<file path="src/sv/lgs_ram.sv">
// generic simple dual-port ram with registered read
module lgs_ram #(
    parameter int WIDTH = 64,
    parameter int DEPTH = 64
) (
    input  logic                     i_clk,
    input  logic                     i_wr_en,
    input  logic [$clog2(DEPTH)-1:0] i_wr_addr,
    input  logic [WIDTH-1:0]         i_wr_data,
    input  logic [$clog2(DEPTH)-1:0] i_rd_addr,
    output logic [WIDTH-1:0]         o_rd_data
);

    logic [WIDTH-1:0] r_mem [DEPTH];
    logic [WIDTH-1:0] r_rd_data;

    always_ff @(posedge i_clk) begin
        if (i_wr_en) begin
            r_mem[i_wr_addr] <= i_wr_data;
        end
        r_rd_data <= r_mem[i_rd_addr];
    end

    assign o_rd_data = r_rd_data;

endmodule

</file>
<file path="config.mk">
export PLATFORM = sky130hd
export DESIGN_NAME = lgs_ram
export DESIGN_NICKNAME = d
export VERILOG_FILES = /design/src/sv/lgs_ram.sv
export SDC_FILE = /design/constraint.sdc
export NUM_CORES = 2
export LEC_CHECK = 0
export BUFFER_PORTS_ARGS = -buffer_cell sky130_fd_sc_hd__buf_2
export CELL_PAD_IN_SITES_DETAIL_PLACEMENT = 0
export CELL_PAD_IN_SITES_GLOBAL_PLACEMENT = 2
export CORE_ASPECT_RATIO = 0.75
export CORE_UTILIZATION = 54
export DETAILED_ROUTE_END_ITERATION = 12
export GPL_TIMING_DRIVEN = 0
export PLACE_DENSITY = 0.84
export REMOVE_ABC_BUFFERS = 1
export SLEW_MARGIN = 20
export SYNTH_ARGS = -nofsm -noshare
export SYNTH_HDL_FRONTEND = slang
export SYNTH_SLANG_ARGS = --single-unit
</file>
<file path="constraint.sdc">
create_clock -name i_clk -period 8.6 [get_ports i_clk]
set_input_delay 0 -clock i_clk [delete_from_list [all_inputs] [get_ports i_clk]]
set_output_delay 0 -clock i_clk [all_outputs]
set_load 0.02 [all_outputs]
</file>
Word level (Yosys, flattened, before mapping). Memory sizes are Yosys's and may differ from the RTL's. A register that Yosys moved wholly into a read port is not among the register bits. Index checks and enable logic that the tools add are counted.

Muxes and demuxes: 2.

Operators with widths (count): $mux 1 (2).

Register bits: 0. Memory bits (writable): 4096. Input port bits: 78. Word-level logic and storage cells: 3. Memories: 1.

Memory list: r_mem (words 64, width 64, rd ports 1, clocked after memory_dff 1, wr ports 1, RTL line 14) `logic [WIDTH-1:0] r_mem [DEPTH];`.

Longest topological paths before layout.
Depth after elaboration: 2. Mapped depth: 9.

Worst setup path after synthesis. OpenSTA, ideal clock, no wires.

Path kind: in2reg. Start point: in i_wr_addr[3]. End point: mem r_mem[48][0] (enable). Setup time: 564 ps. Arrival: 4872 ps. Path slack: 3164 ps. Stages: 4. Cell sequence: clkbuf_1 > nor2b_1 > nand4b_1 > nor3_1.

RTL lines: start: declaration (RTL line 8) `input logic [$clog2(DEPTH)-1:0] i_wr_addr,`; end: declaration (RTL line 14).

No word-level cell before the write port.

==> results_dict.tcl <==
set metrics [dict create \
    drtIter0Drc 11820 \
    layout_commonest_cell "edfxtp_1" \
    vias_per_cell 6.760 \
    status "finished, final reports clean" \
    track_usage 0.2746 \
    rsz0062_at_grt "false" \
    cp-end-kind "flop" \
    maxSlewHeadroom 0.2300 \
    drc 0 \
    netlist.area_leader.share 0.7867 \
    io_buffers 141 \
    cts_resized 0 \
    vias 76560 \
    nets 7296 \
    fin_hold_ws_ns 0.07896 \
    timing.critical_path.mode_cell "buf_16" \
    drt_wl_total_mm 401.5 \
    grt_max_degree 110 \
    cap_violations 0 \
    final_cell_mix "4096 x edfxtp_1, 1024 x mux4_2, 389 x clkbuf_16, 233 x buf_12, 168 x a22oi_1" \
    peakVddDrop_mv 0.1841 \
    finalSetupViolCount 0 \
    yosys_warnings 0 \
    min_period_over_period 0.4184 \
    ant_nets 0 \
    grt_pass1_wl_mm 564.7 \
    core_um2 286900 \
    ys_seq_area_frac 0.7949 \
    layout_min_cycle_time_ns 3.598 \
    fin_cells 11330 \
    dieArea_um2 291700 \
    numCtsBuffers 384 \
    h-tree-depth 5 \
    drv_slew 0 \
    grt_pass1_vias 75830 \
    wl_per_cell_um 35.46 \
    cts_buffer_depth 4 \
    pre_cts_slack_ns 3.849 \
    design_area_um2 182500 \
    clk_latency_ns 0.91 \
    required_ns 9.38 \
    finClkSkew_ns 0.03856 \
    critical_path_peak_fanout 81 \
    avgSynthCellArea_um2 23.70 \
    hold_buffers 74 \
    clkTransAtPathRegs_ns 0.07 \
    cp-start-kind "input pin" \
    die_w_um 623.3 \
    cpPeakStageDelay_ns 0.58 \
    post-cts-setup-buffer-count 0 \
    clock.fmax_mhz 277.9 \
    initial_core_util 0.5449 \
    cts_root_buf "clkbuf_16" \
    timing.final.hold_violations 0 \
    cts_tree "done" \
    cts_num_sinks 4160 \
    leakage_uw 0.05724 \
    tightest_slew_ns 1.155 \
    drive_gt1_frac 0.2964 \
    detail_route.first_pass.iterations 6 \
    row_count 170 \
    overflow 0 \
    synth_top_area_cell "edfxtp_1" \
    powerDensity_nw_per_um2 228.9 \
    dpl.hpwl_mm 248.8 \
    critPathArrivalTime_ns 4.38 \
    io-pin-count 142 \
    critPathKind "input pin to flop" \
    synth.cell_area_um2 156300 \
    critPathTopFamily "buffers and inverters" \
    fin_ws_ns 5.002 \
    cpMaxStageDelayCell "mux4_2" \
    antenna_found_initial 17 \
    path_cells "buf_12 -> buf_16 -> buf_16 -> buf_16 -> buf_16 -> mux4_2 -> nor2b_1 -> a211oi_1 -> o22ai_1 -> and3_1" \
    yosys-top-cells-area "edfxtp_1 79%, mux4_2 15%, mux2i_1 0.86%" \
    gp_congestion 0.7187 \
    synth_seq_cells 4160 \
    crit_buf_inv 5 \
    dp.cells 10540 \
    synth_cell_type_count 33 \
    holdCritPathClass "input pin to flop" \
    post_dp_cell_area_um2 169100 \
    die_h_um 468.0 \
    syn-instance-count 6598 \
    syn2layout_area_growth_pct 16.72 \
]
-- worst reg2reg max path: cells and delay by family, from the launching register on --
family             cells  cell delay [ns]
muxes                  2             0.71
AOI/OAI and AO/OA      3             0.94
DFF                    1             0.39
-- cells by family after synthesis --
family | share of synthesized area
multiplexers | 0.1561
buffers and inverters | 0.01180
flip-flops | 0.7949
AO/OA/AOI/OAI | 0.02477
AND/OR/NAND/NOR | 0.01240
-- state kept, by name, indices dropped and copies added, names as in the netlist --
name and count:
r_mem 4096, o_rd_data 64
-- power breakdown --
group          switching (µW)  internal [µW]
clock                    7440           9860
sequential               47.0          22400
combinational            1200            788
total                    8690          33100
-- final timing paths --
path / startpoint / endpoint / slack (ns) / cells after the start
setup / recovery: i_rd_addr[0] / o_rd_data[34]$_DFF_P_ / 5.00 / 10
hold / removal: i_rd_addr[1] / o_rd_data[60]$_DFF_P_ / 0.08 / 5
setup reg to reg: r_mem[55][38]$_DFFE_PP_ / o_rd_data[38]$_DFF_P_ / 6.39 / 5
hold reg to reg: r_mem[46][46]$_DFFE_PP_ / o_rd_data[46]$_DFF_P_ / 0.87 / 4
-- through the flow --
step             util  TNS [ns]  total power [µW]
2_1_floorplan       -         0             23790
3_3_place_gp   0.5577  -4792.58             25930
3_5_place_dp   0.5892         0             24880
4_1_cts        0.6359         0             41950
5_1_grt        0.6360         0             42780
6_report       0.6360         0             41780
-- cells in the mapped netlist --
library cell and n:
a211oi_1 63, a22o_1 88, a22oi_1 168, a2bb2oi_1 19, a31o_1 1, a31oi_1 18
a41oi_1 26, and2_1 3, and3_1 64, buf_1 20, buf_2 170, buf_4 34
buf_6 6, clkbuf_1 140, dfxtp_1 64, edfxtp_1 4096, inv_1 19, mux2i_1 135
mux4_2 1024, nand2_1 58, nand2b_1 11, nand3_1 45, nand3b_1 2, nand4_1 2
nand4b_1 1, nor2_1 112, nor2b_1 28, nor3_1 2, o221ai_1 38, o22ai_1 83
or2_2 28, or3_1 29, or3b_2 1
-- final cells by class --
cell class	count	area (µm²)
repair buffers	604	9905
inverters	19	71.32
multi-input cells	2049	30820
fillers	18070	104400
diodes	6	15.01
clock buffers	471	10170
flip-flops and latches	4160	124300
well taps	3784	4735
clock inverters	232	2502
-- routing by layer --
layer / vias up / wire (µm) / global-route usage
met5: - / 11 / 0
met1: 40780 / 154600 / 0.3950
li1: 29780 / - / -
met3: 906 / 42050 / 0.05176
met2: 5090 / 189300 / 0.4296
met4: 2 / 15530 / 0.09432
Power figures use the tool's default switching activity.
